**src/sv/shamh_pkg.sv**
```systemverilog
`default_nettype none
// ----------------------------------------------------------------------------
// shamh_pkg
// Shared types, round constants and initial hash values for the SHA-256
// message hasher.
// ----------------------------------------------------------------------------
package shamh_pkg;

   typedef logic [31:0] word_type;
   typedef word_type [7:0] state_vec_type;
   typedef word_type [15:0] sched_type;

   localparam logic [7:0] MARKER_BYTE = 8'h80;

   function automatic word_type ror32(input word_type v, input int s);
      ror32 = (v >> s) | (v << (32 - s));
   endfunction

   function automatic word_type initial_h(input logic [2:0] idx);
      word_type r;
      unique case (idx)
         3'd0: r = 32'h6a09e667;
         3'd1: r = 32'hbb67ae85;
         3'd2: r = 32'h3c6ef372;
         3'd3: r = 32'ha54ff53a;
         3'd4: r = 32'h510e527f;
         3'd5: r = 32'h9b05688c;
         3'd6: r = 32'h1f83d9ab;
         default: r = 32'h5be0cd19;
      endcase
      return r;
   endfunction

   function automatic word_type round_k(input logic [5:0] idx);
      word_type r;
      unique case (idx)
         6'd0:  r = 32'h428a2f98;
         6'd1:  r = 32'h71374491;
         6'd2:  r = 32'hb5c0fbcf;
         6'd3:  r = 32'he9b5dba5;
         6'd4:  r = 32'h3956c25b;
         6'd5:  r = 32'h59f111f1;
         6'd6:  r = 32'h923f82a4;
         6'd7:  r = 32'hab1c5ed5;
         6'd8:  r = 32'hd807aa98;
         6'd9:  r = 32'h12835b01;
         6'd10: r = 32'h243185be;
         6'd11: r = 32'h550c7dc3;
         6'd12: r = 32'h72be5d74;
         6'd13: r = 32'h80deb1fe;
         6'd14: r = 32'h9bdc06a7;
         6'd15: r = 32'hc19bf174;
         6'd16: r = 32'he49b69c1;
         6'd17: r = 32'hefbe4786;
         6'd18: r = 32'h0fc19dc6;
         6'd19: r = 32'h240ca1cc;
         6'd20: r = 32'h2de92c6f;
         6'd21: r = 32'h4a7484aa;
         6'd22: r = 32'h5cb0a9dc;
         6'd23: r = 32'h76f988da;
         6'd24: r = 32'h983e5152;
         6'd25: r = 32'ha831c66d;
         6'd26: r = 32'hb00327c8;
         6'd27: r = 32'hbf597fc7;
         6'd28: r = 32'hc6e00bf3;
         6'd29: r = 32'hd5a79147;
         6'd30: r = 32'h06ca6351;
         6'd31: r = 32'h14292967;
         6'd32: r = 32'h27b70a85;
         6'd33: r = 32'h2e1b2138;
         6'd34: r = 32'h4d2c6dfc;
         6'd35: r = 32'h53380d13;
         6'd36: r = 32'h650a7354;
         6'd37: r = 32'h766a0abb;
         6'd38: r = 32'h81c2c92e;
         6'd39: r = 32'h92722c85;
         6'd40: r = 32'ha2bfe8a1;
         6'd41: r = 32'ha81a664b;
         6'd42: r = 32'hc24b8b70;
         6'd43: r = 32'hc76c51a3;
         6'd44: r = 32'hd192e819;
         6'd45: r = 32'hd6990624;
         6'd46: r = 32'hf40e3585;
         6'd47: r = 32'h106aa070;
         6'd48: r = 32'h19a4c116;
         6'd49: r = 32'h1e376c08;
         6'd50: r = 32'h2748774c;
         6'd51: r = 32'h34b0bcb5;
         6'd52: r = 32'h391c0cb3;
         6'd53: r = 32'h4ed8aa4a;
         6'd54: r = 32'h5b9cca4f;
         6'd55: r = 32'h682e6ff3;
         6'd56: r = 32'h748f82ee;
         6'd57: r = 32'h78a5636f;
         6'd58: r = 32'h84c87814;
         6'd59: r = 32'h8cc70208;
         6'd60: r = 32'h90befffa;
         6'd61: r = 32'ha4506ceb;
         6'd62: r = 32'hbef9a3f7;
         default: r = 32'hc67178f2;
      endcase
      return r;
   endfunction

endpackage
`default_nettype wire

```
**src/sv/shamh_round.sv**
```systemverilog
`default_nettype none
// ----------------------------------------------------------------------------
// shamh_round
// One SHA-256 compression round and one message schedule extension step.
// ----------------------------------------------------------------------------
module shamh_round
   import shamh_pkg::*;
(
   input  wire state_vec_type v_i,
   input  wire sched_type     sched_i,
   input  wire word_type      k_i,
   output state_vec_type      v_o,
   output word_type           w_next_o
);

   word_type a, e, t1, t2, bs0, bs1, ch, maj, ss0, ss1;

   assign a   = v_i[0];
   assign e   = v_i[4];
   assign bs1 = ror32(e, 6) ^ ror32(e, 11) ^ ror32(e, 25);
   assign bs0 = ror32(a, 2) ^ ror32(a, 13) ^ ror32(a, 22);
   assign ch  = (e & v_i[5]) ^ (~e & v_i[6]);
   assign maj = (a & v_i[1]) ^ (a & v_i[2]) ^ (v_i[1] & v_i[2]);
   assign t1  = v_i[7] + bs1 + ch + k_i + sched_i[0];
   assign t2  = bs0 + maj;

   assign v_o[0] = t1 + t2;
   assign v_o[1] = v_i[0];
   assign v_o[2] = v_i[1];
   assign v_o[3] = v_i[2];
   assign v_o[4] = v_i[3] + t1;
   assign v_o[5] = v_i[4];
   assign v_o[6] = v_i[5];
   assign v_o[7] = v_i[6];

   // sched_i[j] holds w[t+j]
   assign ss0 = ror32(sched_i[1], 7) ^ ror32(sched_i[1], 18) ^ (sched_i[1] >> 3);
   assign ss1 = ror32(sched_i[14], 17) ^ ror32(sched_i[14], 19) ^ (sched_i[14] >> 10);
   assign w_next_o = ss1 + sched_i[9] + ss0 + sched_i[0];

endmodule
`default_nettype wire

```
**src/sv/sha256_message_hasher_top.sv**
```systemverilog
`default_nettype none
// ----------------------------------------------------------------------------
// sha256_message_hasher_top
// SHA-256 hasher: bytes in, digest words out. Block words and hash words
// live in two small synchronous RAMs.
// ----------------------------------------------------------------------------
// channel | direction | handshake            | payload
// req     | in        | req_valid/req_stall  | req_action, req_data_byte
// rsp     | out       | rsp_valid/rsp_stall  | rsp_digest_word, rsp_last_word
//
// Absorb request: taken in idle; a full block then runs the RAM load, 64
// rounds and the hash writeback on the one-round-per-cycle datapath.
// Finish: padding words from the current word index to the block end, then
// the block; with 56 or more bytes buffered a second padded block follows;
// then each digest word is read, registered and held until rsp_stall drops.
// Reset is synchronous; hash RAM reads as the initial values until first
// writeback, so no clearing pass. Requests are held off while busy; rsp_stall
// holds the digest word register.
module sha256_message_hasher_top
   import shamh_pkg::*;
(
   input  wire logic        clock,
   input  wire logic        reset,
   input  wire logic        req_valid,
   output logic             req_stall,
   input  wire logic        req_action,
   input  wire logic [7:0]  req_data_byte,
   output logic             rsp_valid,
   input  wire logic        rsp_stall,
   output logic [31:0]      rsp_digest_word,
   output logic             rsp_last_word
);

   typedef enum logic [2:0] {
      ST_IDLE, ST_PAD, ST_LOAD, ST_ROUND, ST_WB, ST_OUT_RD, ST_OUT_LD, ST_OUT_WAIT
   } state_type;

   state_type     state_ff, state_in;
   logic [63:0]   count_ff, count_in;
   logic [23:0]   word_ff, word_in;
   logic          finishing_ff, finishing_in;
   logic          second_ff, second_in;
   logic          marker_ff, marker_in;
   logic          fresh_ff, fresh_in;
   logic [3:0]    pad_idx_ff, pad_idx_in;
   logic [4:0]    cnt_ff, cnt_in;
   logic [5:0]    rnd_ff, rnd_in;
   logic [2:0]    out_idx_ff, out_idx_in;
   state_vec_type v_ff, v_in, v_next;
   sched_type     sched_ff, sched_in;
   word_type      w_next;
   logic          rsp_valid_ff, rsp_valid_in;
   word_type      rsp_word_ff, rsp_word_in;
   logic          rsp_last_ff, rsp_last_in;

   word_type      blk_mem [16];
   logic          blk_we;
   logic [3:0]    blk_waddr, blk_raddr;
   word_type      blk_wdata, blk_rdata_ff;

   word_type      hash_mem [8];
   logic          hash_we;
   logic [2:0]    hash_waddr, hash_raddr, hash_raddr_ff;
   word_type      hash_wdata, hash_rdata_ff, hdata;

   word_type      marker_word;
   logic [2:0]    cnt_m1;

   assign req_stall       = (state_ff != ST_IDLE);
   assign rsp_valid       = rsp_valid_ff;
   assign rsp_digest_word = rsp_word_ff;
   assign rsp_last_word   = rsp_last_ff;

   assign hdata  = fresh_ff ? initial_h(hash_raddr_ff) : hash_rdata_ff;
   assign cnt_m1 = 3'(cnt_ff - 5'd1);

   shamh_round u_round (
      .v_i      (v_ff),
      .sched_i  (sched_ff),
      .k_i      (round_k(rnd_ff)),
      .v_o      (v_next),
      .w_next_o (w_next)
   );

   always_comb begin
      case (count_ff[4:3])
         2'd0:    marker_word = {MARKER_BYTE, 24'h0};
         2'd1:    marker_word = {word_ff[7:0], MARKER_BYTE, 16'h0};
         2'd2:    marker_word = {word_ff[15:0], MARKER_BYTE, 8'h0};
         default: marker_word = {word_ff[23:0], MARKER_BYTE};
      endcase
   end

   always_comb begin
      state_in     = state_ff;
      count_in     = count_ff;
      word_in      = word_ff;
      finishing_in = finishing_ff;
      second_in    = second_ff;
      marker_in    = marker_ff;
      fresh_in     = fresh_ff;
      pad_idx_in   = pad_idx_ff;
      cnt_in       = cnt_ff;
      rnd_in       = rnd_ff;
      out_idx_in   = out_idx_ff;
      v_in         = v_ff;
      sched_in     = sched_ff;
      rsp_valid_in = rsp_valid_ff;
      rsp_word_in  = rsp_word_ff;
      rsp_last_in  = rsp_last_ff;
      blk_we       = 1'b0;
      blk_waddr    = pad_idx_ff;
      blk_wdata    = '0;
      blk_raddr    = cnt_ff[3:0];
      hash_we      = 1'b0;
      hash_waddr   = cnt_m1;
      hash_wdata   = hdata + v_ff[cnt_m1];
      hash_raddr   = cnt_ff[2:0];

      unique case (state_ff)
         ST_IDLE: begin
            if (req_valid) begin
               if (!req_action) begin
                  count_in = count_ff + 64'd8;
                  word_in  = {word_ff[15:0], req_data_byte};
                  if (count_ff[4:3] == 2'd3) begin
                     blk_we    = 1'b1;
                     blk_waddr = count_ff[8:5];
                     blk_wdata = {word_ff, req_data_byte};
                  end
                  if (count_ff[8:3] == 6'd63) begin
                     finishing_in = 1'b0;
                     cnt_in       = '0;
                     state_in     = ST_LOAD;
                  end
               end else begin
                  finishing_in = 1'b1;
                  marker_in    = 1'b1;
                  second_in    = (count_ff[8:6] == 3'b111);
                  pad_idx_in   = count_ff[8:5];
                  state_in     = ST_PAD;
               end
            end
         end
         ST_PAD: begin
            blk_we = 1'b1;
            if (marker_ff) begin
               blk_wdata = marker_word;
            end else if (!second_ff && pad_idx_ff == 4'd14) begin
               blk_wdata = count_ff[63:32];
            end else if (!second_ff && pad_idx_ff == 4'd15) begin
               blk_wdata = count_ff[31:0];
            end
            marker_in  = 1'b0;
            pad_idx_in = pad_idx_ff + 4'd1;
            if (pad_idx_ff == 4'd15) begin
               cnt_in   = '0;
               state_in = ST_LOAD;
            end
         end
         ST_LOAD: begin
            if (cnt_ff != 5'd0) begin
               sched_in = {blk_rdata_ff, sched_ff[15:1]};
            end
            if (cnt_ff != 5'd0 && cnt_ff <= 5'd8) begin
               v_in[cnt_m1] = hdata;
            end
            cnt_in = cnt_ff + 5'd1;
            if (cnt_ff == 5'd16) begin
               rnd_in   = '0;
               state_in = ST_ROUND;
            end
         end
         ST_ROUND: begin
            v_in     = v_next;
            sched_in = {w_next, sched_ff[15:1]};
            rnd_in   = rnd_ff + 6'd1;
            if (rnd_ff == 6'd63) begin
               cnt_in   = '0;
               state_in = ST_WB;
            end
         end
         ST_WB: begin
            hash_we = (cnt_ff != 5'd0);
            cnt_in  = cnt_ff + 5'd1;
            if (cnt_ff == 5'd8) begin
               fresh_in = 1'b0;
               if (!finishing_ff) begin
                  state_in = ST_IDLE;
               end else if (second_ff) begin
                  second_in  = 1'b0;
                  pad_idx_in = '0;
                  state_in   = ST_PAD;
               end else begin
                  out_idx_in = '0;
                  state_in   = ST_OUT_RD;
               end
            end
         end
         ST_OUT_RD: begin
            hash_raddr = out_idx_ff;
            state_in   = ST_OUT_LD;
         end
         ST_OUT_LD: begin
            rsp_word_in  = hdata;
            rsp_last_in  = (out_idx_ff == 3'd7);
            rsp_valid_in = 1'b1;
            state_in     = ST_OUT_WAIT;
         end
         ST_OUT_WAIT: begin
            if (!rsp_stall) begin
               rsp_valid_in = 1'b0;
               if (out_idx_ff == 3'd7) begin
                  count_in     = '0;
                  fresh_in     = 1'b1;
                  finishing_in = 1'b0;
                  state_in     = ST_IDLE;
               end else begin
                  out_idx_in = out_idx_ff + 3'd1;
                  state_in   = ST_OUT_RD;
               end
            end
         end
         default: begin
            state_in = ST_IDLE;
         end
      endcase
   end

   always_ff @(posedge clock) begin
      if (reset) begin
         state_ff     <= ST_IDLE;
         count_ff     <= '0;
         finishing_ff <= 1'b0;
         second_ff    <= 1'b0;
         marker_ff    <= 1'b0;
         fresh_ff     <= 1'b1;
         pad_idx_ff   <= '0;
         cnt_ff       <= '0;
         rnd_ff       <= '0;
         out_idx_ff   <= '0;
         rsp_valid_ff <= 1'b0;
      end else begin
         state_ff     <= state_in;
         count_ff     <= count_in;
         finishing_ff <= finishing_in;
         second_ff    <= second_in;
         marker_ff    <= marker_in;
         fresh_ff     <= fresh_in;
         pad_idx_ff   <= pad_idx_in;
         cnt_ff       <= cnt_in;
         rnd_ff       <= rnd_in;
         out_idx_ff   <= out_idx_in;
         rsp_valid_ff <= rsp_valid_in;
      end
      word_ff     <= word_in;
      v_ff        <= v_in;
      sched_ff    <= sched_in;
      rsp_word_ff <= rsp_word_in;
      rsp_last_ff <= rsp_last_in;
   end

   always_ff @(posedge clock) begin
      if (blk_we) begin
         blk_mem[blk_waddr] <= blk_wdata;
      end
      blk_rdata_ff <= blk_mem[blk_raddr];
   end

   always_ff @(posedge clock) begin
      if (hash_we) begin
         hash_mem[hash_waddr] <= hash_wdata;
      end
      hash_rdata_ff <= hash_mem[hash_raddr];
      hash_raddr_ff <= hash_raddr;
   end

`ifndef ASSERT_OFF
   a_no_req_while_rsp: assert property (@(posedge clock) disable iff (reset)
      rsp_valid_ff |-> req_stall)
      else $error("request taken while digest word pending");

   a_rounds_to_wb: assert property (@(posedge clock) disable iff (reset)
      (state_ff == ST_ROUND && rnd_ff == 6'd63) |=> (state_ff == ST_WB))
      else $error("writeback did not follow final round");

   a_clear_after_last: assert property (@(posedge clock) disable iff (reset)
      (rsp_valid_ff && !rsp_stall && rsp_last_ff) |=> (count_ff == 64'd0 && fresh_ff))
      else $error("message state not cleared after last digest word");

   a_pad_only_finishing: assert property (@(posedge clock) disable iff (reset)
      (state_ff == ST_PAD) |-> finishing_ff)
      else $error("padding outside finish");
`endif

endmodule
`default_nettype wire
```
**config.mk**
```make
export PLATFORM = sky130hd
export DESIGN_NAME = sha256_message_hasher_top
export DESIGN_NICKNAME = d
export VERILOG_FILES = /design/src/sv/shamh_pkg.sv /design/src/sv/shamh_round.sv /design/src/sv/sha256_message_hasher_top.sv
export SDC_FILE = /design/constraint.sdc
export NUM_CORES = 2
export LEC_CHECK = 0
export BUFFER_PORTS_ARGS = -buffer_cell sky130_fd_sc_hd__buf_2
export CORE_AREA = 2 2 300 524
export DETAILED_ROUTE_END_ITERATION = 10
export DIE_AREA = 0 0 302 526
export PLACE_DENSITY = 0.78
export RECOVER_POWER = 100
export SLEW_MARGIN = 5
export SYNTH_ARGS = -nofsm -noshare
export SYNTH_HDL_FRONTEND = slang
export SYNTH_SLANG_ARGS = --single-unit
```
**constraint.sdc**
```tcl
create_clock -name clock -period 64.9 [get_ports clock]
set_input_delay 6.49 -clock clock [delete_from_list [all_inputs] [get_ports clock]]
set_output_delay 6.49 -clock clock [all_outputs]
set_load 0.05 [all_outputs]
```
==> impl_metrics.csv <==
group,metric,value,unit
outcome,outcome,"finished, violations left",
outcome,violated_checks,"max-capacitance violations, max-slew violations",
clock_network,cts-htree-levels,4,
finish,layout-area-overhead-vs-synth,8.65,%
floorplanning,die_width,302,um
critical_path,worst_setup_path_start_kind,"register",
sta,worstMarginPinSlew,10.47,ns
synth,synth_area_leader_cell,"sky130_fd_sc_hd__edfxtp_1",
critical_path,worst-endpoint-arrival,20.90,ns
finish,fill_cells,11700,
synth,post_synth_inst_count,6529,
global_routing,grt_antenna_before_repair,8,
clock_network,clock-sinks,1779,
floorplanning,chipHeight,526,um
synth,synth_seq_area_share,0.610,
route,avgRoutedWirePerCell,28.9,um
clock_network,cts-buffers-inserted,162,
placed_design,post_dp_cell_area,87100,um2
clock_network,cts_tree,"yes",
route,drc_errors,0,
critical_path,critical_path.slowest_cell,"sky130_fd_sc_hd__clkbuf_1",
global_routing,track_usage,0.314,
placed_design,place.gp.congestion,0.994,
floorplanning,io_pins,48,
worst_hold_path,holdPathStages,0,
critical_path,cp_data_required_time,65.19,ns
clock_network,cts.reportedPaths.clkPinSlew,0.07,ns
finish,reg_area,51600,um2
critical_path,critPathCaptureType,"register",
run,cap_violations,72,
sta,timing.hold.ws,0.404,ns
finish,nNetsFinal,6864,
placed_design,placed_cells_incl_taps,8339,
critical_path,timing.critical_path.max_delay_family,"buffers and inverters",
placed_design,io_buffer_count,47,
critical_path,critPathLaunch,"cnt_ff[0]",
sta,fin_tns_setup,0,ns
critical_path,critPathMaxStageDelay,7.42,ns
synth,synthTopCellsByCount,"sky130_fd_sc_hd__edfxtp_1 (1,593), sky130_fd_sc_hd__nand2_1 (719), sky130_fd_sc_hd__inv_1 (418), sky130_fd_sc_hd__o21ai_0 (365), sky130_fd_sc_hd__clkbuf_1 (324)",
critical_path,critPathKind,"register to register",
synth,synth.top_cells.by_area,"sky130_fd_sc_hd__edfxtp_1 (57%), sky130_fd_sc_hd__fa_1 (4.5%), sky130_fd_sc_hd__dfxtp_1 (4.4%)",
floorplanning,core.rowCount,191,
clock_network,max_clock_buf_depth,4,
synth,synth.ff_latch_count,1779,
synth,ys_async_sr_fraction,0,
critical_path,regToRegStartpoint,"cnt_ff[0]",
synth,netlist.area_leader.share,0.566,
route,final_antenna_net_count,0,
floorplanning,design.die.area,159000,um2
worst_hold_path,timing.hold.worst_endpoint,"sched_ff[360]",
sta,slew_violations,2880,
clock_network,cts_hold_buf,0,
synth,syn_area_per_cell,12.9,um2
synth,synthesis.yosys.warnings,0,
worst_hold_path,worst_hold_path_type,"register to register",
critical_path,timing.rr.end,"sched_ff[342]",
worst_hold_path,holdCritStartpoint,"sched_ff[392]",
sta,slew_headroom,-5.98,
sta,final-setup-viol-count,0,
sta,fin_worst_skew,0.0935,ns
synth,syn-num-nets,6916,
floorplanning,start_util,0.546,
global_routing,grt_remaining_overflow,0,
sta,rsz0062_at_grt,"no",
critical_path,setup.reg_to_reg.worst_slack,44.29,ns
route,vias,55500,
finish,fin_area,91800,um2
critical_path,crit_chain,"inv_1, ha_1, nand2b_1, nor3_1, o21ai_0, clkbuf_1, clkbuf_1, clkbuf_1",
critical_path,timing.reg2reg.worst_path_depth,8,
route,detailed_router_iteration_count_before_antenna_repair,8,
synth,synth_top_flop_cell,"sky130_fd_sc_hd__edfxtp_1",
finish,fin_cells,8628,
sta,period_share,0.318,
synth,synth_enable_flop_cells,1593,
route,detailed_route_iter0_violations,6494,
critical_path,crit_fanout,205,
global_routing,grt_max_degree,206,
sta,achievable-frequency,48.5,MHz
route,route.detailed.vias_per_inst,6.43,
global_routing,first_global_vias,55400,
clock_network,postCtsSetupBuffers,0,
synth,synth.cell_area,84500,um2
clock_network,postCtsResizedCells,0,
synth,most_frequently_used_cell_type_in_the_post_synthesis_netlist,"sky130_fd_sc_hd__edfxtp_1",
critical_path,critPathMostFrequentCell,"sky130_fd_sc_hd__clkbuf_1",
placed_design,post-dp-hpwl,169000,um
route,routed_wl,249000,um
sta,finalCriticalPeriod,20.61,ns
critical_path,worst-path-buf-inv,4,
clock_network,ctsRootBufferMaster,"sky130_fd_sc_hd__clkbuf_16",
sta,timing.final.hold_violations,0,
finish,multi_input_area,30000,um2
finish,final_layout_size_suffix_gt1_frac,0.0776,
floorplanning,core_region_area,155000,um2
synth,post_synth_num_cell_types,95,
clock_network,insertion_delay,0.86,ns
global_routing,grt_pass1_wl,365000,um
registers in the layout, summed over array words and instances, names as in the netlist, 61 cells and up:
register  flops
count_ff     61
hash_mem    256
v_ff        256
blk_mem     512
sched_ff    512
cells by family (layout without fill, tap and decap cells):
logic type | Yosys count | in the layout | synth area share
other cells | 0 | 3 | 0
simple gates | 1542 | 1542 | 0.0815
fa+ha+maj | 395 | 395 | 0.0746
flops | 1779 | 1779 | 0.610
mux | 206 | 206 | 0.0483
compound gates | 1354 | 1354 | 0.103
buf+inv | 808 | 878 | 0.0364
xor+xnor | 445 | 445 | 0.0461
metrics by stage:
stage,worst slack (ns),utilization
6_report,44.29,0.594
5_1_grt,41.87,0.594
4_1_cts,55.16,0.597
3_5_place_dp,54.31,0.563
3_3_place_gp,54.35,0.563
2_1_floorplan,25.62,-
metal layers:
layer  GRT usage  part of all wire
met1       0.374              0.34
met2       0.523              0.49
met3      0.0482             0.083
met4       0.214             0.086
met5           0           0.00018
cells in the final DEF (no fill, tap or decap), drive strengths merged, types with 30 or more instances in the layout:
| cell | n |
|---|---|
| xnor2 | 272 |
| a22oi | 31 |
| mux4 | 160 |
| dfxtp | 186 |
| a21oi | 255 |
| buf | 40 |
| nand2 | 722 |
| fa | 188 |
| ha | 186 |
| clkbuf | 312 |
| nor4 | 30 |
| mux2i | 35 |
| o21a | 32 |
| a22o | 58 |
| a21o | 85 |
| a211oi | 31 |
| clkinv | 63 |
| nand3 | 263 |
| a31oi | 37 |
| and3 | 36 |
| o31ai | 85 |
| o21ai | 376 |
| a221oi | 40 |
| o211ai | 38 |
| nor2 | 279 |
| xor2 | 173 |
| o22ai | 145 |
| edfxtp | 1593 |
| nor3 | 56 |
| inv | 430 |
final cells by class:
class,count,share of cell area
Clock inverter,102,0.0117
Sequential cell,1779,0.562
Antenna cell,3,0.0000818
Inverter,424,0.0174
Timing Repair Buffer,168,0.00856
Multi-Input combinational cell,3942,0.327
Tap cell,2026,0.0276
Clock buffer,184,0.0457
worst max-delay path by stage:
stage / slack, ns / cells after the start / end
2_1_floorplan: 25.62 / 8 / sched_ff[0]
3_3_place_gp: 54.35 / 12 / u_round.k_i[30]
3_5_place_dp: 54.31 / 12 / u_round.k_i[30]
4_1_cts: 55.16 / 12 / u_round.k_i[30]
5_1_grt: 41.87 / 8 / sched_ff[342]
6_report: 44.29 / 8 / sched_ff[342]
Power is left out: the tool's default activity adds up to more than one toggle a clock period on the data nets, which glitch-free logic cannot reach.
